File: src/rtl/prime_sieve_lister_assert.svh
// Assertion macros for the prime sieve lister.
`ifndef PRIME_SIEVE_LISTER_ASSERT_SVH
`define PRIME_SIEVE_LISTER_ASSERT_SVH

// Same-cycle implication, clocked on clk_i, off during reset.
`define PSL_ASSERT_IMP(lbl, ante, cons, msg) \
  lbl: assert property (@(posedge clk_i) disable iff (!rst_ni) (ante) |-> (cons)) \
    else $error(msg);

// Next-cycle implication, clocked on clk_i, off during reset.
`define PSL_ASSERT_NXT(lbl, ante, cons, msg) \
  lbl: assert property (@(posedge clk_i) disable iff (!rst_ni) (ante) |=> (cons)) \
    else $error(msg);

`endif

File: src/rtl/psl_pkg.sv
// Shared constants for the prime sieve lister.
`default_nettype none

package psl_pkg;

  localparam int unsigned LIMIT_W       = 9;
  localparam int unsigned MAX_LIMIT_DEF = 256;
  localparam int unsigned FIRST_PRIME   = 2;

endpackage

`default_nettype wire

File: src/rtl/psl_ram.sv
// Generic single-write, single-read RAM with registered read data.
`default_nettype none

module psl_ram #(
  parameter int unsigned WIDTH = 1,
  parameter int unsigned DEPTH = 2,
  localparam int unsigned AW   = (DEPTH > 1) ? $clog2(DEPTH) : 1
) (
  input  wire logic             clk_i,
  input  wire logic             we_i,
  input  wire logic [AW-1:0]    waddr_i,
  input  wire logic [WIDTH-1:0] wdata_i,
  input  wire logic             re_i,
  input  wire logic [AW-1:0]    raddr_i,
  output logic      [WIDTH-1:0] rdata_o
);

  logic [WIDTH-1:0] mem_q [DEPTH];
  logic [WIDTH-1:0] rdata_q;

  always_ff @(posedge clk_i) begin
    if (we_i) begin
      mem_q[waddr_i] <= wdata_i;
    end
    if (re_i) begin
      rdata_q <= mem_q[raddr_i];
    end
  end

  assign rdata_o = rdata_q;

endmodule

`default_nettype wire

File: src/rtl/psl_alu.sv
// Shared adder with bound compare used by every sieve loop.
`default_nettype none

module psl_alu #(
  parameter int unsigned VW = 10
) (
  input  wire logic [VW-1:0] a_i,
  input  wire logic [VW-1:0] b_i,
  input  wire logic [VW-1:0] bound_i,
  output logic      [VW-1:0] sum_o,
  output logic               le_o
);

  always_comb begin
    sum_o = a_i + b_i;
    le_o  = (sum_o <= bound_i);
  end

endmodule

`default_nettype wire

File: src/rtl/prime_sieve_lister.sv
// Prime sieve lister: sequencer, composite store and result register.
//
// Input channel: in_valid_i/in_stall_o with limit_i. One request carries an
// upper limit; limits above MAX_LIMIT saturate to MAX_LIMIT.
// Output channel: out_valid_o/out_stall_i with prime_o, none_found_o, last_o.
// The primes up to the limit come out in ascending order, last_o marks the
// final one. A limit below two gives one result with none_found_o set.
// in_stall_o is high from the accept until the final result of a request
// sits in the output register; one request is worked on at a time.
// Steps for limit L (saturated): initialise the store up to L, then for each
// sieve candidate up to sqrt(L) read its flag and mark its multiples from its
// square, then read and check each scanned number in turn. The store has one
// write and one read port, and the one adder is shared by all these steps.
// A stalled receiver holds the scan until the output register frees up.
// Reset clears the sequencer and the output valid; the store needs no
// clearing since each request rewrites it before reading it.
`default_nettype none

module prime_sieve_lister #(
  parameter int unsigned MAX_LIMIT = psl_pkg::MAX_LIMIT_DEF
) (
  input  wire logic                         clk_i,
  input  wire logic                         rst_ni,
  input  wire logic                         in_valid_i,
  output logic                              in_stall_o,
  input  wire logic [psl_pkg::LIMIT_W-1:0]  limit_i,
  output logic                              out_valid_o,
  input  wire logic                         out_stall_i,
  output logic      [psl_pkg::LIMIT_W-1:0]  prime_o,
  output logic                              none_found_o,
  output logic                              last_o
);

  import psl_pkg::*;

  `include "prime_sieve_lister_assert.svh"

  localparam int unsigned DEPTH = MAX_LIMIT + 1;
  localparam int unsigned AW    = $clog2(DEPTH);
  localparam int unsigned VW    = $clog2(2 * MAX_LIMIT + 2);

  localparam logic [3:0] ST_IDLE  = 4'd0;
  localparam logic [3:0] ST_NONE  = 4'd1;
  localparam logic [3:0] ST_CLR   = 4'd2;
  localparam logic [3:0] ST_ORD   = 4'd3;
  localparam logic [3:0] ST_OCHK  = 4'd4;
  localparam logic [3:0] ST_MARK  = 4'd5;
  localparam logic [3:0] ST_ONXT  = 4'd6;
  localparam logic [3:0] ST_SRD   = 4'd7;
  localparam logic [3:0] ST_SCHK  = 4'd8;
  localparam logic [3:0] ST_FLUSH = 4'd9;

  logic [3:0]         state_q, state_d;
  logic [VW-1:0]      lim_q, lim_d;
  logic [VW-1:0]      i_q, i_d;
  logic [VW-1:0]      j_q, j_d;
  logic [VW-1:0]      sq_q, sq_d;
  logic [VW-1:0]      pend_q, pend_d;
  logic               pend_valid_q, pend_valid_d;
  logic               out_valid_q, out_valid_d;
  logic [LIMIT_W-1:0] out_prime_q, out_prime_d;
  logic               out_none_q, out_none_d;
  logic               out_last_q, out_last_d;

  logic [VW-1:0] alu_a, alu_b, alu_sum;
  logic          alu_le;
  logic          ram_we, ram_re, ram_wdata, ram_rdata;
  logic          can_emit, accept;

  psl_alu #(.VW(VW)) u_alu (
    .a_i     (alu_a),
    .b_i     (alu_b),
    .bound_i (lim_q),
    .sum_o   (alu_sum),
    .le_o    (alu_le)
  );

  psl_ram #(.WIDTH(1), .DEPTH(DEPTH)) u_flags (
    .clk_i   (clk_i),
    .we_i    (ram_we),
    .waddr_i (j_q[AW-1:0]),
    .wdata_i (ram_wdata),
    .re_i    (ram_re),
    .raddr_i (i_q[AW-1:0]),
    .rdata_o (ram_rdata)
  );

  assign can_emit = !out_valid_q || !out_stall_i;
  assign accept   = in_valid_i && (state_q == ST_IDLE);

  always_comb begin
    state_d      = state_q;
    lim_d        = lim_q;
    i_d          = i_q;
    j_d          = j_q;
    sq_d         = sq_q;
    pend_d       = pend_q;
    pend_valid_d = pend_valid_q;
    out_prime_d  = out_prime_q;
    out_none_d   = out_none_q;
    out_last_d   = out_last_q;
    out_valid_d  = out_valid_q && out_stall_i;
    alu_a        = j_q;
    alu_b        = VW'(1);
    ram_we       = 1'b0;
    ram_re       = 1'b0;
    ram_wdata    = 1'b1;

    unique case (state_q)
      ST_IDLE: begin
        if (accept) begin
          pend_valid_d = 1'b0;
          j_d          = '0;
          if (limit_i > LIMIT_W'(MAX_LIMIT)) begin
            lim_d = VW'(MAX_LIMIT);
          end else begin
            lim_d = VW'(limit_i);
          end
          if (limit_i < LIMIT_W'(FIRST_PRIME)) begin
            state_d = ST_NONE;
          end else begin
            state_d = ST_CLR;
          end
        end
      end
      ST_NONE: begin
        if (can_emit) begin
          out_valid_d = 1'b1;
          out_prime_d = '0;
          out_none_d  = 1'b1;
          out_last_d  = 1'b1;
          state_d     = ST_IDLE;
        end
      end
      ST_CLR: begin
        // zero and one are not prime, everything else starts unmarked
        ram_we    = 1'b1;
        ram_wdata = (j_q < VW'(FIRST_PRIME));
        alu_a     = j_q;
        alu_b     = VW'(1);
        if (alu_le) begin
          j_d = alu_sum;
        end else begin
          i_d     = VW'(FIRST_PRIME);
          sq_d    = VW'(FIRST_PRIME * FIRST_PRIME);
          state_d = ST_ORD;
        end
      end
      ST_ORD: begin
        if (sq_q > lim_q) begin
          i_d     = VW'(FIRST_PRIME);
          state_d = ST_SRD;
        end else begin
          ram_re  = 1'b1;
          state_d = ST_OCHK;
        end
      end
      ST_OCHK: begin
        if (!ram_rdata) begin
          j_d     = sq_q;
          state_d = ST_MARK;
        end else begin
          state_d = ST_ONXT;
        end
      end
      ST_MARK: begin
        ram_we = 1'b1;
        alu_a  = j_q;
        alu_b  = i_q;
        if (alu_le) begin
          j_d = alu_sum;
        end else begin
          state_d = ST_ONXT;
        end
      end
      ST_ONXT: begin
        // (i+1)^2 = i^2 + 2i + 1
        alu_a   = sq_q;
        alu_b   = {i_q[VW-2:0], 1'b1};
        sq_d    = alu_sum;
        i_d     = i_q + VW'(1);
        state_d = ST_ORD;
      end
      ST_SRD: begin
        ram_re  = 1'b1;
        state_d = ST_SCHK;
      end
      ST_SCHK: begin
        alu_a = i_q;
        alu_b = VW'(1);
        // a prime is held back one step so the largest can carry last
        if (!ram_rdata && pend_valid_q && !can_emit) begin
          state_d = ST_SCHK;
        end else begin
          if (!ram_rdata) begin
            if (pend_valid_q) begin
              out_valid_d = 1'b1;
              out_prime_d = LIMIT_W'(pend_q);
              out_none_d  = 1'b0;
              out_last_d  = 1'b0;
            end
            pend_d       = i_q;
            pend_valid_d = 1'b1;
          end
          if (alu_le) begin
            i_d     = alu_sum;
            state_d = ST_SRD;
          end else begin
            state_d = ST_FLUSH;
          end
        end
      end
      ST_FLUSH: begin
        if (can_emit) begin
          out_valid_d  = 1'b1;
          out_prime_d  = LIMIT_W'(pend_q);
          out_none_d   = 1'b0;
          out_last_d   = 1'b1;
          pend_valid_d = 1'b0;
          state_d      = ST_IDLE;
        end
      end
      default: begin
        state_d = ST_IDLE;
      end
    endcase
  end

  always_ff @(posedge clk_i or negedge rst_ni) begin
    if (!rst_ni) begin
      state_q      <= ST_IDLE;
      pend_valid_q <= 1'b0;
      out_valid_q  <= 1'b0;
    end else begin
      state_q      <= state_d;
      pend_valid_q <= pend_valid_d;
      out_valid_q  <= out_valid_d;
    end
  end

  always_ff @(posedge clk_i) begin
    lim_q       <= lim_d;
    i_q         <= i_d;
    j_q         <= j_d;
    sq_q        <= sq_d;
    pend_q      <= pend_d;
    out_prime_q <= out_prime_d;
    out_none_q  <= out_none_d;
    out_last_q  <= out_last_d;
  end

  assign in_stall_o   = (state_q != ST_IDLE);
  assign out_valid_o  = out_valid_q;
  assign prime_o      = out_prime_q;
  assign none_found_o = out_none_q;
  assign last_o       = out_last_q;

  `PSL_ASSERT_NXT(a_busy_after_req, in_valid_i && !in_stall_o, in_stall_o,
                  "request accepted but block not busy next cycle")
  `PSL_ASSERT_IMP(a_mark_in_range, state_q == ST_MARK, j_q <= lim_q,
                  "marking beyond the limit")
  `PSL_ASSERT_IMP(a_sq_tracks_i, state_q == ST_ORD, sq_q == i_q * i_q,
                  "square register out of step with candidate")
  `PSL_ASSERT_IMP(a_flush_has_prime, state_q == ST_FLUSH, pend_valid_q,
                  "final flush without a held prime")
  `PSL_ASSERT_IMP(a_none_is_last, out_valid_o && none_found_o,
                  last_o && (prime_o == '0),
                  "none found result must be last and zero")

endmodule

`default_nettype wire
File: config.mk
export PLATFORM = sky130hd
export DESIGN_NAME = prime_sieve_lister
export DESIGN_NICKNAME = d
export VERILOG_FILES = /design/src/rtl/psl_pkg.sv /design/src/rtl/psl_ram.sv /design/src/rtl/psl_alu.sv /design/src/rtl/prime_sieve_lister.sv
export VERILOG_INCLUDE_DIRS = /design/src /design/src/rtl
export SDC_FILE = /design/constraint.sdc
export NUM_CORES = 1
export LEC_CHECK = 0
export ABC_AREA = 1
export BUFFER_PORTS_ARGS = -buffer_cell sky130_fd_sc_hd__buf_4
export CAP_MARGIN = 20
export CORE_ASPECT_RATIO = 1.25
export CORE_UTILIZATION = 65
export CTS_CLUSTER_DIAMETER = 40
export DETAILED_ROUTE_END_ITERATION = 7
export MAX_ROUTING_LAYER = met4
export PLACE_DENSITY = 0.82
export SYNTH_ARGS = -nofsm -noshare
export SYNTH_HDL_FRONTEND = slang
export SYNTH_HIERARCHICAL = 1
export SYNTH_SLANG_ARGS = --single-unit
File: constraint.sdc
create_clock -name clk_i -period 37.1 [get_ports clk_i]
set_input_delay 3.71 -clock clk_i [delete_from_list [all_inputs] [get_ports clk_i]]
set_output_delay 3.71 -clock clk_i [all_outputs]
set_load 0.05 [all_outputs]
[Yosys cells after proc, flatten, opt, wreduce, memory -nomap -nowiden]
Memories as Yosys holds them, arrays and structs flattened. A register that Yosys moved wholly into a read port is not among the register bits.
Cells that the tools add are included.
Storage, ports and cells
  flip-flop bits (word level): 66
  output and inout bits: 13
  memories: 1
  memory bits (writable): 257
  bits of input ports: 13
  word-level logic and storage cells: 122
Memory list
  u_flags.mem_q: depth 257, width 1, read ports 1, clocked after Yosys merged registers in 1, wr ports 1, line psl_ram.sv:18  | logic [WIDTH-1:0] mem_q [DEPTH];
Operators by class
  reduce and logical (&&, ||, !) cells: 28
  add/sub/neg operators: 2
  multiplexer cells: 50
  equality and inequality tests: 22
  magnitude comparators: 5
  bitwise logic cells: 2
Operators with widths (count)
  two-way mux 10 bit: 7
  one-hot mux 10 bit (2 select lines): 3
  two-way mux 9 bit: 5
  one-hot mux 10 bit (4 select lines): 1
  one-hot mux 4 bit (9 select lines): 1
  one-hot mux 10 bit (3 select lines): 1
  one-hot mux 9 bit (3 select lines): 1
  two-way mux 4 bit: 6
  inequality test 2 bit (second input constant): 11
  two-way mux 1 bit: 17
  equality test 4 x 3 -> 1 bit (second input constant): 4
  AND reduction 5 bit: 3
  adder 10 x 1 -> 10 bit (second input constant): 1
  adder 10 bit: 1
  greater-than comparator 10 bit: 1
  <= comparator 10 bit: 1
  < comparator 10 x 2 -> 1 bit (second input constant): 1
  greater-than comparator 9 bit (second input constant): 1
  < comparator 9 x 2 -> 1 bit (second input constant): 1
  nonzero test 3 bit: 3
  equality test 4 x 2 -> 1 bit (second input constant): 2
  equality test 4 bit (second input constant): 2
  AND reduction 4 bit: 2
  nonzero test 4 bit: 2
  15 further kinds: 31

[Depth between registers and ports, before layout]
  depth after elaboration: 7
  gate-level depth with buffers: 29
  mapped depth without buffers: 28

[By module]
The synthesis kept the hierarchy.
Modules (own cells, without submodules)
  psl_ram: instances 1, area each 11811.3 um^2, seq. area each 7747.4 um^2, cells each 1201
  prime_sieve_lister: instances 1, area each 3464.6 um^2, seq. area each 1921.8 um^2, cells each 383
  psl_alu: instances 1, area each 709.4 um^2, seq. area each 0.0 um^2, cells each 118

[Worst setup path before layout]
OpenSTA, ideal clock, no wires.
  kind: register -> register
  start: register j_q[5]
  end: memory u_flags.mem_q[0] (data pin)
  slack: 24.168 ns
  stages on the path, launching flop included: 4
  clock period less this slack: 12.932 ns
  data arrival time: 10.738 ns
  required time: 34.906 ns
  library setup time: 2.194 ns
  buffers on the path: 0
  path through: edfxtp_1 > nor4_1 > nand2_1 > o21ai_0
Between the ends
  word-level cells in the longest chain between the ends: 2
RTL lines
  from (decl): line prime_sieve_lister.sv:56  | logic [VW-1:0] j_q, j_d;
  from (signal assigned): line prime_sieve_lister.sv:244  | j_q <= j_d;
  < comparator 10 x 2 -> 1 bit: line prime_sieve_lister.sv:138  | ram_wdata = (j_q < VW'(FIRST_PRIME));
  two-way mux 1 bit: line prime_sieve_lister.sv:109  | unique case (state_q)
  via ram_wdata: line prime_sieve_lister.sv:67  | logic ram_we, ram_re, ram_wdata, ram_rdata;
  to (decl): line psl_ram.sv:18
The timed path passes the listed nets, and every way through them passes these cells.

[Worst setup path after layout]
  start: register state_q[0]
  end: register i_q[1] (enable)
Between the ends
  word-level cells in the longest chain between the ends: 6
  elaborated cells on any way between the ends: 15
  classes of those cells: add/sub (1); order compare (1); eq/ne (9); mux (2); reduce/logical (2)
RTL lines
  from (decl): line prime_sieve_lister.sv:53  | logic [3:0] state_q, state_d;
  from (signal assigned): line prime_sieve_lister.sv:235  | state_q <= state_d;
  equality test 4 bit or equality test 4 x 3 -> 1 bit (tied branches): line prime_sieve_lister.sv:109
  one-hot mux 10 bit (2 select lines) *: line prime_sieve_lister.sv:109
  via alu_a[4]: line prime_sieve_lister.sv:65  | logic [VW-1:0] alu_a, alu_b, alu_sum;
  adder 10 bit *: line psl_alu.sv:15  | sum_o = a_i + b_i;
  via alu_sum[9]: line prime_sieve_lister.sv:65
  <= comparator 10 bit *: line psl_alu.sv:16  | le_o = (sum_o <= bound_i);
  via alu_le: line prime_sieve_lister.sv:66  | logic alu_le;
  inequality test 2 bit (no line)
  AND reduction 5 bit (no line) *
  to (signal assigned): line prime_sieve_lister.sv:243  | i_q <= i_d;
  to (decl): line prime_sieve_lister.sv:55  | logic [VW-1:0] i_q, i_d;
The timed path passes the listed nets; every way through them passes the cells marked *.
A chain may end at the register's enable or synchronous reset.

==> key figures <==
Clock network
  – CTS Hold Bufs: 0
  – Clock sink count: 323
  – Deepest clock path buffer count: 3
  – Clock Pin Slew Worst Setup and Hold Paths: 0.05 ns
  – Clock Latency Late Sink: 0.53 ns
  – Post_cts resized: 0
  – CTS tree: built
  – Root buffer cell: clkbuf_16
  – Postcts setup bufs: 0
  – H-tree depth: 2
  – CTS Buf Count: 36

Synthesis
  – Synth Warn #: 6
  – Mapped Cells: 1702
  – Synth top cells by count: nand2_1, edfxtp_1, nor2_1, nand3_1, inv_1
  – Leading area contributor after synthesis: edfxtp_1
  – Unique masters post-synth: 39
  – Post-synth EDFFs: 317
  – Post-Syn Area: 0.0160 sq mm
  – Top-count cell post-synth: nand2_1
  – Syn_nets: 1745
  – Share of synthesized flip-flops with an asynchronous set or reset: 1.86%
  – Avg Cell Area, Syn: 9.39 sq um
  – #FFs+latches synth: 323
  – Synth top area cells: edfxtp_1, nand2_1, nand3_1
  – Register area share after synthesis: 60.5%
  – Predominant post-synthesis flop cell: edfxtp_1
  – Yosys top cell area share: 59.5%

Placement
  – Post-DP Area: 0.0161 sq mm
  – Port bufs: 25
  – Post-DP HPWL: 24000 microns
  – Gpl congestion: 0.907

Global routing
  – Vias in the first global route: 11500
  – GR Overflow Total: 0
  – Pin count of the biggest net entering global routing: 134
  – Total GRT Usage: 34.6%
  – First-pass GRT wire length: 62700 microns
  – Initial antenna violation count: 0

Worst setup path
  – Crit. Startpoint: state_q[0]
  – Worst-path cell chain: nor2_2 -> nand2_2 -> inv_2 -> nor2_1 -> nand2_1 -> o221ai_1 -> ha_1 -> a21oi_1 -> nand2_1 -> nand2_1 -> nand3_1 -> nand2_1 -> nand2_1 -> ha_1 -> nand4_1 -> nor2_1 -> nand2_1 -> nand3_1 -> nand2_1 -> a21oi_1 -> o21ai_1 -> a21oi_1
  – Worst reg2reg path endpoint: i_q[1]
  – Crit path max fanout: 34
  – Most used cell, CP: nand2_1
  – Slowest stage cell on the critical path: a21oi_1
  – R2R Setup Slk: 31.35 ns
  – CP startpoint kind: flop
  – Crit path kind: flop to flop
  – Critical path depth in cells: 22
  – Reg2Reg Depth: 22
  – Critical path data arrival time: 5.88 ns
  – Worst R2R Start: state_q[0]
  – CP Buf/Inv Count: 1
  – CP Capture Type: flop
  – Slowest Stage Delay on Critical Path: 0.74 ns
  – CP top delay family: simple AND/OR/NAND/NOR gates
  – Critical Path End: i_q[1]
  – CP required: 37.23 ns

Routing
  – Vias per cell: 6.06
  – Metal3 WL: 3980 microns
  – Total wire length: 41700 microns
  – Drt pass-1 iters: 7
  – Initial drt markers: 1605
  – Vias: 12300
  – Uppermost routed layer: met4
  – Met1 WL: 14400 microns
  – ANT nets after route: 0
  – Drt wl/cell: 20.5 microns
  – Residual DRC: 0
  – Met2 WL: 20700 microns

Die
  – Cell Rows: 63
  – Ports: 26
  – Core area: 0.0240 sq mm
  – Die Width: 142 microns
  – Die height: 177 microns
  – Initial Util: 66.7%
  – Die area: 0.0252 sq mm

Layout
  – Area grow syn2layout: 7.92%
  – Final instance area: 0.0173 sq mm
  – Layout cell share with drive strength beyond 1: 6.55%
  – Diode count: 0
  – Final #Nets: 1726

STA
  – Skew final: 0.0284 ns
  – Final setup fails: 0
  – Max_slew headroom: 16.1%
  – Least-Margin Pin Slew: 1.26 ns
  – Pins over their slew limit: 0
  – Fmax achieved: 174 MHz
  – Final Hold Fails: 0
  – Final worst path period share: 15.5%
  – Fin crit period: 5.75 ns
  – Setup repair after global routing missed its margin: no
  – Setup TNS: 0 ns

Power
  – Switching share of power: 42.1%
  – Pwr/cell area: 84.4 mW/mm^2
  – Logic pwr share: 39.9%
  – Power Total: 1.46 mW
  – Lkg Pwr: 6.54 nW
  – Sequential share of power: 36.5%
  – Int Power: 0.843 mW
  – Net switching power: 0.612 mW
  – Clk network pwr share: 23.5%
  – Worst IR Drop VDD: 0.0500 mV

Outcome
  – Status: finished, final reports clean

Min path
  – Worst Hold Class: flop to flop
  – Worst hold start: pend_q[7]

Run
  – Max-cap violation count: 0
-- worst min-delay path by stage --
stage,end,slack (ns),depth (start not counted)
after CTS,prime_o[7],0.55,2
after detailed placement,prime_o[7],0.53,2
after floorplan,pend_valid_q,0.47,2
after global placement,pend_valid_q,0.52,2
after global routing,prime_o[7],0.57,2
final,prime_o[7],0.54,2
-- worst register-to-register path, cell delays in order, from the launching register on --
cell and delay [ns]:
dfrtp_1 0.48, nor2_2 0.10, nand2_2 0.50, inv_2 0.19, nor2_1 0.71, nand2_1 0.12, o221ai_1 0.11, ha_1 0.34
a21oi_1 0.26, nand2_1 0.09, nand2_1 0.08, nand3_1 0.06, nand2_1 0.06, nand2_1 0.12, ha_1 0.35, nand4_1 0.12
nor2_1 0.15, nand2_1 0.07, nand3_1 0.08, nand2_1 0.18, a21oi_1 0.34, o21ai_1 0.11, a21oi_1 0.74
-- routing by layer --
| metal | track usage, % | up-vias |
|---|---|---|
| met4 | 19.0 | 0 |
| met2 | 57.6 | 700 |
| li1 | - | 5677 |
| met5 | - | - |
| met1 | 40.4 | 5762 |
| met3 | 5.45 | 179 |
-- state kept, by name, indices dropped and copies added, names as in the netlist --
name             cells
u_flags/rdata_o      1
sq_q                10
j_q                 10
state_q              4
lim_q                9
pend_valid_q         1
prime_o              9
pend_q               9
out_valid_o          1
none_found_o         1
u_flags/mem_q      257
i_q                 10
last_o               1
-- cells in the final DEF, fill, tap and decap left out, types with 8 or more instances in the layout --
cell       instances
inv_1            132
nand3_1          280
o221ai_1          10
nor2_1           316
edfxtp_1         317
clkbuf_1          10
nand4_1            8
buf_4             38
inv_2              8
nand2_1          413
a21oi_1           12
o22ai_1           23
ha_1              29
clkbuf_16         38
-- through the flow --
stage / instances / hold slack (ns) / util (%) / setup WS [ns]
2_1_floorplan: 1702 / 0.469 / - / 24.17
3_3_place_gp: 1969 / 0.523 / 67.2 / 30.87
3_5_place_dp: 1969 / 0.531 / 67.2 / 30.66
4_1_cts: 2033 / 0.546 / 72.0 / 30.69
5_1_grt: 2034 / 0.566 / 72.0 / 30.98
6_report: 2034 / 0.542 / 72.0 / 31.35
-- layout make-up --
class | instances | area, sq um
clock buffers | 48 | 988
clock inverters | 16 | 148
fillers | 1782 | 6710
inverters | 141 | 531
multi-input cells | 1143 | 5220
flip-flops and latches | 323 | 9670
well taps | 325 | 407
repair buffers | 38 | 285
-- power groups by stage --
| stage | clock (mW) | sequential, mW | combinational (mW) |
|---|---|---|---|
| 6_report | 0.343 | 0.531 | 0.581 |
| 5_1_grt | 0.358 | 0.534 | 0.631 |
| 4_1_cts | 0.344 | 0.530 | 0.571 |
| 3_5_place_dp | 0 | 0.537 | 0.565 |
| 3_3_place_gp | 0 | 0.537 | 0.553 |
| 2_1_floorplan | 0 | 0.578 | 0.402 |
-- cell families after synthesis --
family	after synthesis	share of synthesized area [%]
other cells	1	0.0235
simple gates	1038	27.1
flops	323	60.5
compound gates	68	2.79
buf+inv	236	6.90
xor+xnor	6	0.329
fa+ha+maj	30	2.40
No activity file was read; power rests on OpenSTA's default activity.
